### src/rtl/core/mer_pkg.sv
`default_nettype none
package mer_pkg;

	// Field and datapath widths
	localparam int RADIUS_BITS = 10;
	localparam int COORD_BITS  = 13;
	localparam int CX_W        = 11;
	localparam int CY_W        = 11;
	localparam int COLOR_W     = 4;
	localparam int PX_W        = 11;
	localparam int PY_W        = 12;
	localparam int TX_W        = PX_W + 1;
	localparam int TERM_W      = 32;
	localparam int DEC_W       = 48;
	localparam int SQ_W        = 2 * RADIUS_BITS;
	localparam int TSQ_W       = 2 * PY_W;
	localparam int MUL_W       = (SQ_W > TSQ_W) ? SQ_W : TSQ_W;
	localparam int PROD_W      = 2 * MUL_W;

	localparam int IN_FIELDS_W  = 2 * RADIUS_BITS;
	localparam int IN_DATA_W    = ((IN_FIELDS_W + 7) / 8) * 8;
	localparam int OUT_FIELDS_W = 2 * COORD_BITS + COLOR_W;
	localparam int OUT_DATA_W   = ((OUT_FIELDS_W + 7) / 8) * 8;

	// Configuration port
	localparam int ADDR_W = 4;
	localparam int APB_W  = 32;
	typedef logic [1:0] reg_idx_t;
	localparam reg_idx_t REG_CENTER_X    = 2'd0;
	localparam reg_idx_t REG_CENTER_Y    = 2'd1;
	localparam reg_idx_t REG_PIXEL_COLOR = 2'd2;

	localparam logic [CX_W-1:0]    CENTER_X_RST    = CX_W'(100);
	localparam logic [CY_W-1:0]    CENTER_Y_RST    = CY_W'(100);
	localparam logic [COLOR_W-1:0] PIXEL_COLOR_RST = COLOR_W'(4);

	// Microprogram
	localparam int STEP_W = 5;
	typedef logic [STEP_W-1:0] step_t;

	localparam step_t ST_IDLE = 5'd0;
	localparam step_t ST_CHK  = 5'd1;
	localparam step_t ST_E0   = 5'd2;
	localparam step_t ST_E1   = 5'd3;
	localparam step_t ST_R1_0 = 5'd4;
	localparam step_t ST_R1_1 = 5'd5;
	localparam step_t ST_R1_2 = 5'd6;
	localparam step_t ST_R1_3 = 5'd7;
	localparam step_t ST_R1_4 = 5'd8;
	localparam step_t ST_I0   = 5'd9;
	localparam step_t ST_I1   = 5'd10;
	localparam step_t ST_I2   = 5'd11;
	localparam step_t ST_I3   = 5'd12;
	localparam step_t ST_I4   = 5'd13;
	localparam step_t ST_I5   = 5'd14;
	localparam step_t ST_Q0   = 5'd15;
	localparam step_t ST_Q1   = 5'd16;
	localparam step_t ST_Q2   = 5'd17;
	localparam step_t ST_Q3   = 5'd18;
	localparam step_t ST_S0   = 5'd19;
	localparam step_t ST_S1   = 5'd20;
	localparam step_t ST_S2   = 5'd21;
	localparam step_t ST_S3   = 5'd22;
	localparam step_t ST_S4   = 5'd23;
	localparam step_t ST_FIN  = 5'd24;

	typedef enum logic [1:0] {
		HOLD_NONE,
		HOLD_NO_INPUT,
		HOLD_EMIT_BUSY
	} hold_t;

	typedef enum logic [3:0] {
		C_NEVER,
		C_ALWAYS,
		C_IS_START,
		C_NOT_ACTIVE,
		C_IS_FIN,
		C_IN_R2,
		C_NEG_Q,
		C_NOT_NEG_Q,
		C_SY_GT_SX
	} cond_t;

	typedef enum logic [3:0] {
		MUL_NONE,
		MUL_RX_RX,
		MUL_RY_RY,
		MUL_RX2_RY,
		MUL_TX_TX,
		MUL_AY_AY,
		MUL_RY2_TMP,
		MUL_RX2_TMP,
		MUL_RX2_RY2
	} mul_t;

	typedef enum logic [1:0] {
		DEC_HOLD,
		DEC_LOAD,
		DEC_ADD,
		DEC_SUB
	} dec_op_t;

	typedef enum logic [2:0] {
		SRC_PROD,
		SRC_RX2,
		SRC_RY2,
		SRC_SX,
		SRC_SY
	} dec_src_t;

	typedef struct packed {
		hold_t    hold;
		cond_t    cond;
		step_t    target;
		mul_t     mul;
		dec_op_t  dec_op;
		dec_src_t dec_src;
		logic     dec_x4;
		logic     load_in;
		logic     snap;
		logic     neg_latch;
		logic     px_inc;
		logic     py_dec;
		logic     sx_add;
		logic     sy_sub;
		logic     sy_init;
		logic     tmp_ld;
		logic     rx2_ld;
		logic     ry2_ld;
		logic     begin_pt;
		logic     set_r2;
		logic     clr_active;
	} ucode_t;

	function automatic ucode_t ucode_rom(input step_t s);
		ucode_t u;
		u = '0;
		unique case (s)
			ST_IDLE: begin
				u.hold = HOLD_NO_INPUT; u.load_in = 1'b1;
				u.cond = C_IS_START; u.target = ST_S0;
			end
			ST_CHK: begin
				u.cond = C_NOT_ACTIVE; u.target = ST_IDLE;
			end
			ST_E0: begin
				u.hold = HOLD_EMIT_BUSY; u.snap = 1'b1;
				u.cond = C_IS_FIN; u.target = ST_FIN;
			end
			ST_E1: begin
				u.cond = C_IN_R2; u.target = ST_Q0;
			end
			// region 1 step
			ST_R1_0: begin
				u.neg_latch = 1'b1; u.sx_add = 1'b1; u.px_inc = 1'b1;
				u.dec_op = DEC_ADD; u.dec_src = SRC_RY2; u.dec_x4 = 1'b1;
			end
			ST_R1_1: begin
				u.dec_op = DEC_ADD; u.dec_src = SRC_SX; u.dec_x4 = 1'b1;
				u.cond = C_NEG_Q; u.target = ST_R1_4;
			end
			ST_R1_2: begin
				u.py_dec = 1'b1; u.sy_sub = 1'b1;
			end
			ST_R1_3: begin
				u.dec_op = DEC_SUB; u.dec_src = SRC_SY; u.dec_x4 = 1'b1;
			end
			ST_R1_4: begin
				u.cond = C_SY_GT_SX; u.target = ST_IDLE;
			end
			// region 2 decision set-up
			ST_I0: begin
				u.mul = MUL_TX_TX;
			end
			ST_I1: begin
				u.tmp_ld = 1'b1; u.mul = MUL_AY_AY;
			end
			ST_I2: begin
				u.tmp_ld = 1'b1; u.mul = MUL_RY2_TMP;
			end
			ST_I3: begin
				u.dec_op = DEC_LOAD; u.dec_src = SRC_PROD; u.mul = MUL_RX2_TMP;
			end
			ST_I4: begin
				u.dec_op = DEC_ADD; u.dec_src = SRC_PROD; u.dec_x4 = 1'b1;
				u.mul = MUL_RX2_RY2;
			end
			ST_I5: begin
				u.dec_op = DEC_SUB; u.dec_src = SRC_PROD; u.dec_x4 = 1'b1;
				u.set_r2 = 1'b1; u.cond = C_ALWAYS; u.target = ST_IDLE;
			end
			// region 2 step
			ST_Q0: begin
				u.neg_latch = 1'b1; u.py_dec = 1'b1; u.sy_sub = 1'b1;
				u.dec_op = DEC_ADD; u.dec_src = SRC_RX2; u.dec_x4 = 1'b1;
			end
			ST_Q1: begin
				u.dec_op = DEC_SUB; u.dec_src = SRC_SY; u.dec_x4 = 1'b1;
				u.cond = C_NOT_NEG_Q; u.target = ST_IDLE;
			end
			ST_Q2: begin
				u.px_inc = 1'b1; u.sx_add = 1'b1;
			end
			ST_Q3: begin
				u.dec_op = DEC_ADD; u.dec_src = SRC_SX; u.dec_x4 = 1'b1;
				u.cond = C_ALWAYS; u.target = ST_IDLE;
			end
			// start of a new ellipse
			ST_S0: begin
				u.mul = MUL_RX_RX;
			end
			ST_S1: begin
				u.rx2_ld = 1'b1; u.mul = MUL_RY_RY;
			end
			ST_S2: begin
				u.ry2_ld = 1'b1; u.mul = MUL_RX2_RY;
				u.dec_op = DEC_LOAD; u.dec_src = SRC_RX2;
			end
			ST_S3: begin
				u.sy_init = 1'b1; u.begin_pt = 1'b1;
				u.dec_op = DEC_SUB; u.dec_src = SRC_PROD; u.dec_x4 = 1'b1;
			end
			ST_S4: begin
				u.dec_op = DEC_ADD; u.dec_src = SRC_RY2; u.dec_x4 = 1'b1;
				u.cond = C_ALWAYS; u.target = ST_E0;
			end
			ST_FIN: begin
				u.clr_active = 1'b1; u.cond = C_ALWAYS; u.target = ST_IDLE;
			end
			default: begin
				u.cond = C_ALWAYS; u.target = ST_IDLE;
			end
		endcase
		return u;
	endfunction

endpackage
`default_nettype wire

### src/rtl/core/midpoint_ellipse_rasterizer_top.sv
`default_nettype none
// Midpoint ellipse rasterizer. A start item (s_axis_tuser = 0) carries the two semi-axes and
// places the point at (0, radius_y); each start or advance item (s_axis_tuser = 1) while an
// ellipse is in progress sends four pixels (+x,+y), (+x,-y), (-x,+y), (-x,-y), offset by the
// configured center and tagged with the configured color, then takes one midpoint step
// unless y = 0. m_axis_tlast marks the fourth pixel of an item, m_axis_tuser marks the
// point with y = 0 that ends the ellipse; advances after it give no pixels. A microprogram
// drives one shared multiplier and one 48-bit decision adder; new items are taken only
// while the sequencer is idle. Pixels leave one per cycle, while m_axis_tready allows,
// from an output register while the next step is computed; a point waits until the four
// pixels of the one before have entered the output register, so output stalls also hold
// the sequencer.
module midpoint_ellipse_rasterizer_top (
	input  wire logic                           clk,
	input  wire logic                           arst_n,
	// s_axis_tdata: radius_x, radius_y
	input  wire logic                           s_axis_tvalid,
	output logic                                s_axis_tready,
	input  wire logic [mer_pkg::IN_DATA_W-1:0]  s_axis_tdata,
	// s_axis_tuser: mode
	input  wire logic                           s_axis_tuser,
	// m_axis_tdata: pixel_x, pixel_y, color
	output logic                                m_axis_tvalid,
	input  wire logic                           m_axis_tready,
	output logic [mer_pkg::OUT_DATA_W-1:0]      m_axis_tdata,
	output logic                                m_axis_tlast,
	// m_axis_tuser: final_point
	output logic                                m_axis_tuser,
	input  wire logic                           psel,
	input  wire logic                           penable,
	input  wire logic                           pwrite,
	input  wire logic [mer_pkg::ADDR_W-1:0]     paddr,
	input  wire logic [mer_pkg::APB_W-1:0]      pwdata,
	output logic [mer_pkg::APB_W-1:0]           prdata,
	output logic                                pready
);
	import mer_pkg::*;

	// configuration
	logic [CX_W-1:0]    center_x_q;
	logic [CY_W-1:0]    center_y_q;
	logic [COLOR_W-1:0] color_q;
	reg_idx_t           reg_idx;

	assign reg_idx = paddr[3:2];
	assign pready  = 1'b1;

	always_ff @(posedge clk or negedge arst_n) begin
		if (!arst_n) begin
			center_x_q <= CENTER_X_RST;
			center_y_q <= CENTER_Y_RST;
			color_q    <= PIXEL_COLOR_RST;
		end else if (psel && penable && pwrite) begin
			case (reg_idx)
				REG_CENTER_X:    center_x_q <= pwdata[CX_W-1:0];
				REG_CENTER_Y:    center_y_q <= pwdata[CY_W-1:0];
				REG_PIXEL_COLOR: color_q    <= pwdata[COLOR_W-1:0];
				default: ;
			endcase
		end
	end

	always_comb begin
		unique case (reg_idx)
			REG_CENTER_X:    prdata = APB_W'(center_x_q);
			REG_CENTER_Y:    prdata = APB_W'(center_y_q);
			REG_PIXEL_COLOR: prdata = APB_W'(color_q);
			default:         prdata = '0;
		endcase
	end

	// sequencer
	step_t  step_q, step_d;
	ucode_t u;
	logic   hold, go, jump;

	logic [RADIUS_BITS-1:0] rin_x_q, rin_y_q;
	logic [SQ_W-1:0]        rx2_q, ry2_q;
	logic [TSQ_W-1:0]       tmp_q;
	logic [PROD_W-1:0]      prod_q, prod_d;
	logic [MUL_W-1:0]       mul_a, mul_b;
	logic [PX_W-1:0]        px_q;
	logic [PY_W-1:0]        py_q;
	logic [TERM_W-1:0]      sx_q, sy_q;
	logic [DEC_W-1:0]       dec_q, dec_b, dec_bs;
	logic                   neg_q, active_q, region_two_q;
	logic [TX_W-1:0]        tx;
	logic [PY_W-1:0]        ay;

	logic                   emit_busy_q;
	logic [1:0]             emit_cnt_q;
	logic [PX_W-1:0]        emit_px_q;
	logic [PY_W-1:0]        emit_py_q;
	logic                   emit_fin_q;

	assign u             = ucode_rom(step_q);
	assign s_axis_tready = (step_q == ST_IDLE);
	assign tx            = {px_q, 1'b1};
	assign ay            = (py_q == '0) ? PY_W'(1) : py_q - PY_W'(1);

	always_comb begin
		case (u.hold)
			HOLD_NO_INPUT:  hold = !s_axis_tvalid;
			HOLD_EMIT_BUSY: hold = emit_busy_q;
			default:        hold = 1'b0;
		endcase
		go = !hold;

		case (u.cond)
			C_ALWAYS:     jump = 1'b1;
			C_IS_START:   jump = !s_axis_tuser;
			C_NOT_ACTIVE: jump = !active_q;
			C_IS_FIN:     jump = (py_q == '0);
			C_IN_R2:      jump = region_two_q;
			C_NEG_Q:      jump = neg_q;
			C_NOT_NEG_Q:  jump = !neg_q;
			C_SY_GT_SX:   jump = (sy_q > sx_q);
			default:      jump = 1'b0;
		endcase

		if (hold)
			step_d = step_q;
		else if (jump)
			step_d = u.target;
		else
			step_d = step_q + step_t'(1);
	end

	always_ff @(posedge clk or negedge arst_n) begin
		if (!arst_n)
			step_q <= ST_IDLE;
		else
			step_q <= step_d;
	end

	// shared multiplier, registered product
	always_comb begin
		mul_a = '0;
		mul_b = '0;
		case (u.mul)
			MUL_RX_RX:   begin mul_a = MUL_W'(rin_x_q); mul_b = MUL_W'(rin_x_q); end
			MUL_RY_RY:   begin mul_a = MUL_W'(rin_y_q); mul_b = MUL_W'(rin_y_q); end
			MUL_RX2_RY:  begin mul_a = MUL_W'(rx2_q);   mul_b = MUL_W'(rin_y_q); end
			MUL_TX_TX:   begin mul_a = MUL_W'(tx);      mul_b = MUL_W'(tx);      end
			MUL_AY_AY:   begin mul_a = MUL_W'(ay);      mul_b = MUL_W'(ay);      end
			MUL_RY2_TMP: begin mul_a = MUL_W'(ry2_q);   mul_b = MUL_W'(tmp_q);   end
			MUL_RX2_TMP: begin mul_a = MUL_W'(rx2_q);   mul_b = MUL_W'(tmp_q);   end
			MUL_RX2_RY2: begin mul_a = MUL_W'(rx2_q);   mul_b = MUL_W'(ry2_q);   end
			default: ;
		endcase
		prod_d = mul_a * mul_b;
	end

	// decision adder operand
	always_comb begin
		case (u.dec_src)
			SRC_PROD: dec_b = DEC_W'(prod_q);
			SRC_RX2:  dec_b = DEC_W'(rx2_q);
			SRC_RY2:  dec_b = DEC_W'(ry2_q);
			SRC_SX:   dec_b = DEC_W'(sx_q);
			SRC_SY:   dec_b = DEC_W'(sy_q);
			default:  dec_b = '0;
		endcase
		dec_bs = u.dec_x4 ? (dec_b << 2) : dec_b;
	end

	always_ff @(posedge clk) begin
		if (go) begin
			if (u.load_in) begin
				rin_x_q <= s_axis_tdata[RADIUS_BITS-1:0];
				rin_y_q <= s_axis_tdata[2*RADIUS_BITS-1:RADIUS_BITS];
			end
			if (u.mul != MUL_NONE)
				prod_q <= prod_d;
			if (u.rx2_ld)
				rx2_q <= SQ_W'(prod_q);
			if (u.ry2_ld)
				ry2_q <= SQ_W'(prod_q);
			if (u.tmp_ld)
				tmp_q <= TSQ_W'(prod_q);
			if (u.neg_latch)
				neg_q <= dec_q[DEC_W-1];

			case (u.dec_op)
				DEC_LOAD: dec_q <= dec_bs;
				DEC_ADD:  dec_q <= dec_q + dec_bs;
				DEC_SUB:  dec_q <= dec_q - dec_bs;
				default: ;
			endcase

			if (u.begin_pt) begin
				px_q <= '0;
				py_q <= PY_W'(rin_y_q);
				sx_q <= '0;
			end
			if (u.px_inc)
				px_q <= px_q + PX_W'(1);
			if (u.py_dec)
				py_q <= py_q - PY_W'(1);
			if (u.sx_add)
				sx_q <= sx_q + (TERM_W'(ry2_q) << 1);
			if (u.sy_sub)
				sy_q <= sy_q - (TERM_W'(rx2_q) << 1);
			if (u.sy_init)
				sy_q <= TERM_W'(prod_q) << 1;
		end
	end

	always_ff @(posedge clk or negedge arst_n) begin
		if (!arst_n) begin
			active_q     <= 1'b0;
			region_two_q <= 1'b0;
		end else if (go) begin
			if (u.begin_pt) begin
				active_q     <= 1'b1;
				region_two_q <= 1'b0;
			end
			if (u.set_r2)
				region_two_q <= 1'b1;
			if (u.clr_active)
				active_q <= 1'b0;
		end
	end

	// pixel emitter: snapshot of the point, four pixels into the output register
	logic                  out_ld;
	logic [COORD_BITS-1:0] x_term, y_term, cxw, cyw, pix_x, pix_y;
	logic [COORD_BITS-1:0] out_x_q, out_y_q;
	logic [COLOR_W-1:0]    out_color_q;
	logic                  out_last_q, out_fin_q, out_valid_q;

	assign out_ld = emit_busy_q && (!out_valid_q || m_axis_tready);
	assign x_term = COORD_BITS'(emit_px_q);
	assign y_term = COORD_BITS'(emit_py_q);
	assign cxw    = COORD_BITS'(center_x_q);
	assign cyw    = COORD_BITS'(center_y_q);
	assign pix_x  = emit_cnt_q[1] ? cxw - x_term : cxw + x_term;
	assign pix_y  = emit_cnt_q[0] ? cyw - y_term : cyw + y_term;

	always_ff @(posedge clk or negedge arst_n) begin
		if (!arst_n) begin
			emit_busy_q <= 1'b0;
			emit_cnt_q  <= '0;
			out_valid_q <= 1'b0;
		end else begin
			if (go && u.snap) begin
				emit_busy_q <= 1'b1;
				emit_cnt_q  <= '0;
			end else if (out_ld) begin
				emit_cnt_q <= emit_cnt_q + 2'd1;
				if (emit_cnt_q == 2'd3)
					emit_busy_q <= 1'b0;
			end
			if (out_ld)
				out_valid_q <= 1'b1;
			else if (m_axis_tready)
				out_valid_q <= 1'b0;
		end
	end

	always_ff @(posedge clk) begin
		if (go && u.snap) begin
			emit_px_q  <= px_q;
			emit_py_q  <= py_q;
			emit_fin_q <= (py_q == '0);
		end
		if (out_ld) begin
			out_x_q     <= pix_x;
			out_y_q     <= pix_y;
			out_color_q <= color_q;
			out_last_q  <= (emit_cnt_q == 2'd3);
			out_fin_q   <= emit_fin_q;
		end
	end

	assign m_axis_tvalid = out_valid_q;
	assign m_axis_tdata  = OUT_DATA_W'({out_color_q, out_y_q, out_x_q});
	assign m_axis_tlast  = out_last_q;
	assign m_axis_tuser  = out_fin_q;

endmodule
`default_nettype wire

### config.mk
export PLATFORM = sky130hd
export DESIGN_NAME = midpoint_ellipse_rasterizer_top
export DESIGN_NICKNAME = d
export VERILOG_FILES = /design/src/rtl/core/mer_pkg.sv /design/src/rtl/core/midpoint_ellipse_rasterizer_top.sv
export SDC_FILE = /design/constraint.sdc
export NUM_CORES = 2
export LEC_CHECK = 0
export BUFFER_PORTS_ARGS = -buffer_cell sky130_fd_sc_hd__buf_2
export CAP_MARGIN = 5
export CORE_UTILIZATION = 60
export CTS_BUF_LIST = sky130_fd_sc_hd__clkbuf_8
export DETAILED_ROUTE_END_ITERATION = 6
export PLACE_DENSITY = 0.79
export SLEW_MARGIN = 20
export SYNTH_ARGS = -nofsm -noshare
export SYNTH_HDL_FRONTEND = slang
export SYNTH_SLANG_ARGS = --single-unit
### constraint.sdc
create_clock -name clk -period 14.27 [get_ports clk]
set_input_delay 0.7135 -clock clk [delete_from_list [all_inputs] [get_ports clk]]
set_output_delay 0.7135 -clock clk [all_outputs]
set_load 0.02 [all_outputs]
## Yosys cells after proc, flatten, opt, wreduce, memory -nomap -nowiden

Index checks and enable logic that the tools add are counted.
W data, S select, Z words.

- Bits in registers: 361
- Input bits: 68
- Word-level logic and storage cells: 196
- Output and inout port bits: 69

- $add $sub $neg: 12
- Bitwise logic cells: 1
- $lt $le $gt $ge: 1
- Reduce and logical (&&, ||, !) cells: 52
- Equality and inequality tests: 52
- $mul: 1
- Multiplexer cells: 47

Operators by type and width:

| operator | number |
|---|---|
| $pmux W48 S5 | 1 |
| $pmux W24 S6 | 1 |
| $pmux W48 S3 | 1 |
| $mux W32 | 4 |
| $pmux W20 S6 | 1 |
| $pmux W9 S9 | 1 |
| $add A48 B48 Y48 | 1 |
| $mul A24 B24 Y48 | 1 |
| $mux W48 | 1 |
| $sub A48 B48 Y48 | 1 |
| $eq A5 B5 Y1 const B | 9 |
| $eq A5 B4 Y1 const B | 8 |
| $pmux W5 S8 | 1 |
| $mux W12 | 3 |
| $pmux W11 S3 | 1 |
| $add A32 B21 Y32 | 1 |
| $eq A4 B3 Y1 const B | 8 |
| $gt A32 B32 Y1 | 1 |
| $pmux W4 S8 | 1 |
| $sub A32 B21 Y32 | 1 |
| $reduce_and A2 Y1 | 15 |
| $mux W13 | 2 |
| $mux W11 | 2 |
| $mux W1 | 21 |
| other kinds (39) | 79 |

## Longest topological paths before layout

- Word-level depth: 8
- Gate-level depth with buffers: 41
- Depth with buffers taken out: 39

## Worst setup path before layout

OpenSTA, ideal clock, no wires.

- Path type: reg2reg
- Start point: reg step_q[1]
- End point: reg prod_q[45] (data pin)
- Stages on the path, launching flop included: 41
- Period minus slack after synthesis: 9,637 ps
- Required time: 14,008 ps
- Arrival time: 9,375 ps
- Buffers on the path: 4
- Setup time: 262 ps
- Path slack: 4,633 ps
- Path through: dfrtp_1 inv_1 ha_1 buf_1 o21ai_0 o22ai_1 and3_1 o21ai_0 o21ai_0 clkbuf_1 buf_1 a222oi_1 nand2_1 clkbuf_1 nand2_1 fa_1 inv_1 fa_1 [5 not listed] fa_1 inv_1 fa_1 inv_1 fa_1 inv_1 ha_1 a211oi_1 nor2_1 o41ai_1 o21ai_0 o41ai_1 o31a_1 a31o_2 o21ba_2 o21ai_0 a211oi_1 xnor2_1

- Longest elaborated chain between the ends: 6
- Elaborated cells on any way between the ends: 23
- Those cells by class: mul (1); eq/ne (16); mux (3); reduce/logical (3)

Ends and longest elaborated chain:

| what | line | text |
|---|---|---|
| start: declaration | midpoint_ellipse_rasterizer_top.sv:73 | `step_t step_q, step_d;` |
| start signal: assignment | midpoint_ellipse_rasterizer_top.sv:133 | `step_q <= step_d;` |
| $eq A5 B5 Y1 / $eq A5 B4 Y1 (equally long branches) | mer_pkg.sv:139 | `unique case (s)` |
| $pmux W4 S8 * | mer_pkg.sv:139 |  |
| $eq A4 B4 Y1, or another cell as far along | midpoint_ellipse_rasterizer_top.sv:140 | `case (u.mul)` |
| $reduce_or A3 Y1 (no source line) / $reduce_or A2 Y1 (equally long branches) | - |  |
| $pmux W20 S6 / $pmux W24 S6 (equally long branches) | midpoint_ellipse_rasterizer_top.sv:140 |  |
| $mul A24 B24 Y48 * | midpoint_ellipse_rasterizer_top.sv:151 | `prod_d = mul_a * mul_b;` |
| named net prod_d[45] | midpoint_ellipse_rasterizer_top.sv:80 | `logic [PROD_W-1:0] prod_q, prod_d;` |
| end signal: assignment | midpoint_ellipse_rasterizer_top.sv:174 | `prod_q <= prod_d;` |
| end: declaration | midpoint_ellipse_rasterizer_top.sv:80 |  |

Mark *: on every way through the listed nets, which the timed path passes. The rest lies on a longest branch.
A chain may end at the register's enable or synchronous reset.

## Worst setup path after layout

- Start point: reg step_q[0]
- End point: reg prod_q[45] (data pin)

Same word-level chain as after synthesis.

==> results_dict.tcl <==
set metrics [dict create \
    drcViolationCount 14 \
    yosys_warnings 0 \
    cts_num_sinks 358 \
    cts_inserted_buffers 58 \
    crit_top_cell "fa_1" \
    status "finished with violations" \
    setup_slack_ns 2.37 \
    vias 32200 \
    synth.distinct_cells 107 \
    violations "design-rule violations" \
    power_leakage_uw 0.0193 \
    rows 94 \
    crit_slowest_cell "a221o_1" \
    irDropWorstVdd_mv 0.103 \
    synth-compound-area-share 0.138 \
    grt_pass1_vias 32100 \
    synth_top_family_by_area "adder cells" \
    grt_max_degree 74 \
    synth_edf_count 321 \
    antenna_found_initial 1 \
    yosysTopAreaCell "edfxtp_1" \
    critical_path_class "reg -> reg" \
    die_h_um 260 \
    max_freq_mhz 84.0 \
    rsz0062_at_grt "false" \
    grt_pass1_wl_mm 174 \
    die-area_mm2 0.0674 \
    cp_max_fo 15 \
    netlist.area_leader.share 0.242 \
    cap_violations 0 \
    grtUsageTotal 0.332 \
    r2r-end "prod_q[45]" \
    synth_adder_area_share 0.304 \
    die_x_um 260 \
    finalCriticalPeriod_ns 11.90 \
    worst_slew_pin_slew_ns 1.13 \
    final_cells 5224 \
    max_stage_delay_ns 0.94 \
    grt-ovfl-total 0 \
    hold_class "in -> async" \
    total_power_uw 6250 \
    first_pass_iters 7 \
    drtIter0Drc 3296 \
    power_density_mw_per_mm2 148 \
    fin_util 0.644 \
    cts_tree "yes" \
    ys_ff_latch 358 \
    drtAntennaViolNets 0 \
    clockRootBuffer "clkbuf_8" \
    required_ns 14.69 \
    io_buffers 85 \
    regToRegSetupSlack_ns 2.37 \
    syn_area_mm2 0.0398 \
    drv_slew 0 \
    insertion_delay_ns 0.69 \
    pre_cts_ws_ns 2.35 \
    gp_congestion 1.02 \
    synthXorXnorAreaFrac 0.0479 \
    cts_max_level 2 \
    path_clk_slew_ns 0.06 \
    fin_worst_skew_ns 0.0708 \
    yosys.area_share.simple 0.144 \
    placed_cells 5116 \
    yosysSeqAreaShare 0.265 \
    io_pins 137 \
    finalSetupViolations 0 \
    finalSetupTns_ns 0 \
    post_cts_buffers 0 \
    totalWireLength_mm 110 \
    hold_viol 0 \
    hpwl_mm 84.8 \
    timing.final.crit_share 0.834 \
    synth_flop_cell "edfxtp_1" \
    cp-start-kind "flop" \
    synth_cells 4277 \
    end_kind "flop" \
    fin_nets 5109 \
    area_growth_pct 6.27 \
    wl_per_cell_um 21.1 \
    arrival_ns 12.32 \
    cts_resized 0 \
    async_flop_share 0.103 \
    r2r_start "step_q[0]" \
    layout-drive-gt1-share 0.0757 \
    core_area_mm2 0.0657 \
    netlist_top_cells_area "edfxtp_1 (24%), fa_1 (20%), ha_1 (10%)" \
    synth.avg_cell_area_um2 9.31 \
    cts_hold_buf 0 \
    r2r_cells 32 \
    initial_core_util 0.606 \
    slew_headroom 0.250 \
    viasPerCell 6.17 \
    synthMuxAreaShare 0.0215 \
    clock_tree.buffer_depth 3 \
]
[registers in the layout, summed over array words and instances (netlist names), 12 cells and up]
name and count:
out_x_q 13, out_y_q 13, sx_q 31, rx2_q 20, dec_q 48, ry2_q 20, prod_q 47, emit_py_q 12
tmp_q 24, py_q 12, sy_q 31
[cells in the final DEF, fill, tap and decap left out, types with 41 or more instances in the layout]
| master | count |
|---|---|
| inv_1 | 608 |
| nand2_1 | 511 |
| nor2_1 | 403 |
| fa_1 | 400 |
| ha_1 | 329 |
| edfxtp_1 | 321 |
| a21oi_1 | 204 |
| o21ai_0 | 186 |
| xnor2_1 | 111 |
| xor2_1 | 107 |
| buf_2 | 85 |
| a21o_1 | 79 |
| buf_4 | 65 |
| nand3_1 | 62 |
| clkbuf_8 | 62 |
| mux2i_1 | 46 |
| nor3_1 | 45 |
| nand2b_1 | 41 |
[cells by family (layout without fill, tap and decap cells)]
group / count (synthesis) / after routing
DFF: 358 / 358
muxes: 80 / 80
xor gates and xnor gates: 218 / 218
and+or+nand+nor: 1279 / 1279
AOI/OAI and AO/OA: 819 / 819
other: 2 / 25
adders and majority gates: 729 / 729
buffers and inverters: 792 / 852
[synth_stat cells (8+ instances only)]
cell	instances
or3_1	15
ha_1	329
edfxtp_1	321
inv_1	593
dfrtp_1	30
a21boi_0	16
a22o_1	21
xor2_1	107
a221oi_1	11
fa_1	400
a22oi_1	23
o22ai_1	11
nand4_1	32
nor3_1	46
and3_1	30
o21bai_1	30
a211oi_1	27
buf_1	15
nand2_1	511
a21o_1	79
nand2b_1	41
xnor2_1	111
buf_2	14
a21oi_1	206
o21a_1	29
and2_1	27
nor2b_1	27
a222oi_1	30
and4_1	8
mux2i_1	46
nor4_1	19
a221o_1	13
clkbuf_1	134
nor2_1	407
nand3_1	62
o21ai_0	187
buf_4	29
a31oi_1	15
mux2_2	33
o31ai_1	17
a211o_1	8
[metal layers]
layer | up-vias | GRT usage | part of all wire
met3 | 338 | 0.0635 | 0.11
met2 | 1798 | 0.519 | 0.45
met5 | - | 0 | 0
met1 | 15600 | 0.448 | 0.39
met4 | 0 | 0.155 | 0.052
li1 | 14500 | - | -
[worst max path at each step]
stage	cells past startpoint	endpoint	startpoint	slack, ns
after floorplan	40	prod_q[45]	step_q[1]	4.63
after detailed placement	34	prod_q[45]	step_q[0]	2.35
after global routing	32	prod_q[45]	step_q[0]	1.81
after CTS	34	prod_q[45]	step_q[0]	2.31
final	32	prod_q[45]	step_q[0]	2.37
after global placement	34	prod_q[45]	step_q[0]	2.68
[worst max-delay path, delay by kind of cell (launching register included)]
kind	cells	cell delay (ns)
flops	1	0.44
buf+inv	4	0.29
fa+ha+maj	9	4.41
simple gates	8	2.74
compound gates	9	3.41
xor+xnor	1	0.14
mux	1	0.19
[through the flow]
stage               hold WS (ns)  area [um^2]
floorplan                  0.400        39900
detailed placement         0.426        41100
global placement           0.432        41100
global route               0.188        42300
CTS                        0.152        42300
finish                     0.147        42300
[power by group]
| group | total (uW) | internal (uW) | switching, uW |
|---|---|---|---|
| Sequential | 1720 | 1530 | 190 |
| Combinational | 3550 | 1320 | 2230 |
| Clock | 976 | 531 | 445 |
| Total | 6250 | 3380 | 2870 |
[cell type report]
class	instances	area (um^2)
inverters	595	2230
fillers	5194	23400
diodes	1	2.50
clock inverters	45	388
repair buffers	150	913
clock buffers	62	853
multi-input cells	3149	26300
well taps	864	1080
flip-flops and latches	358	10600
No activity file was read; power rests on OpenSTA's default activity.
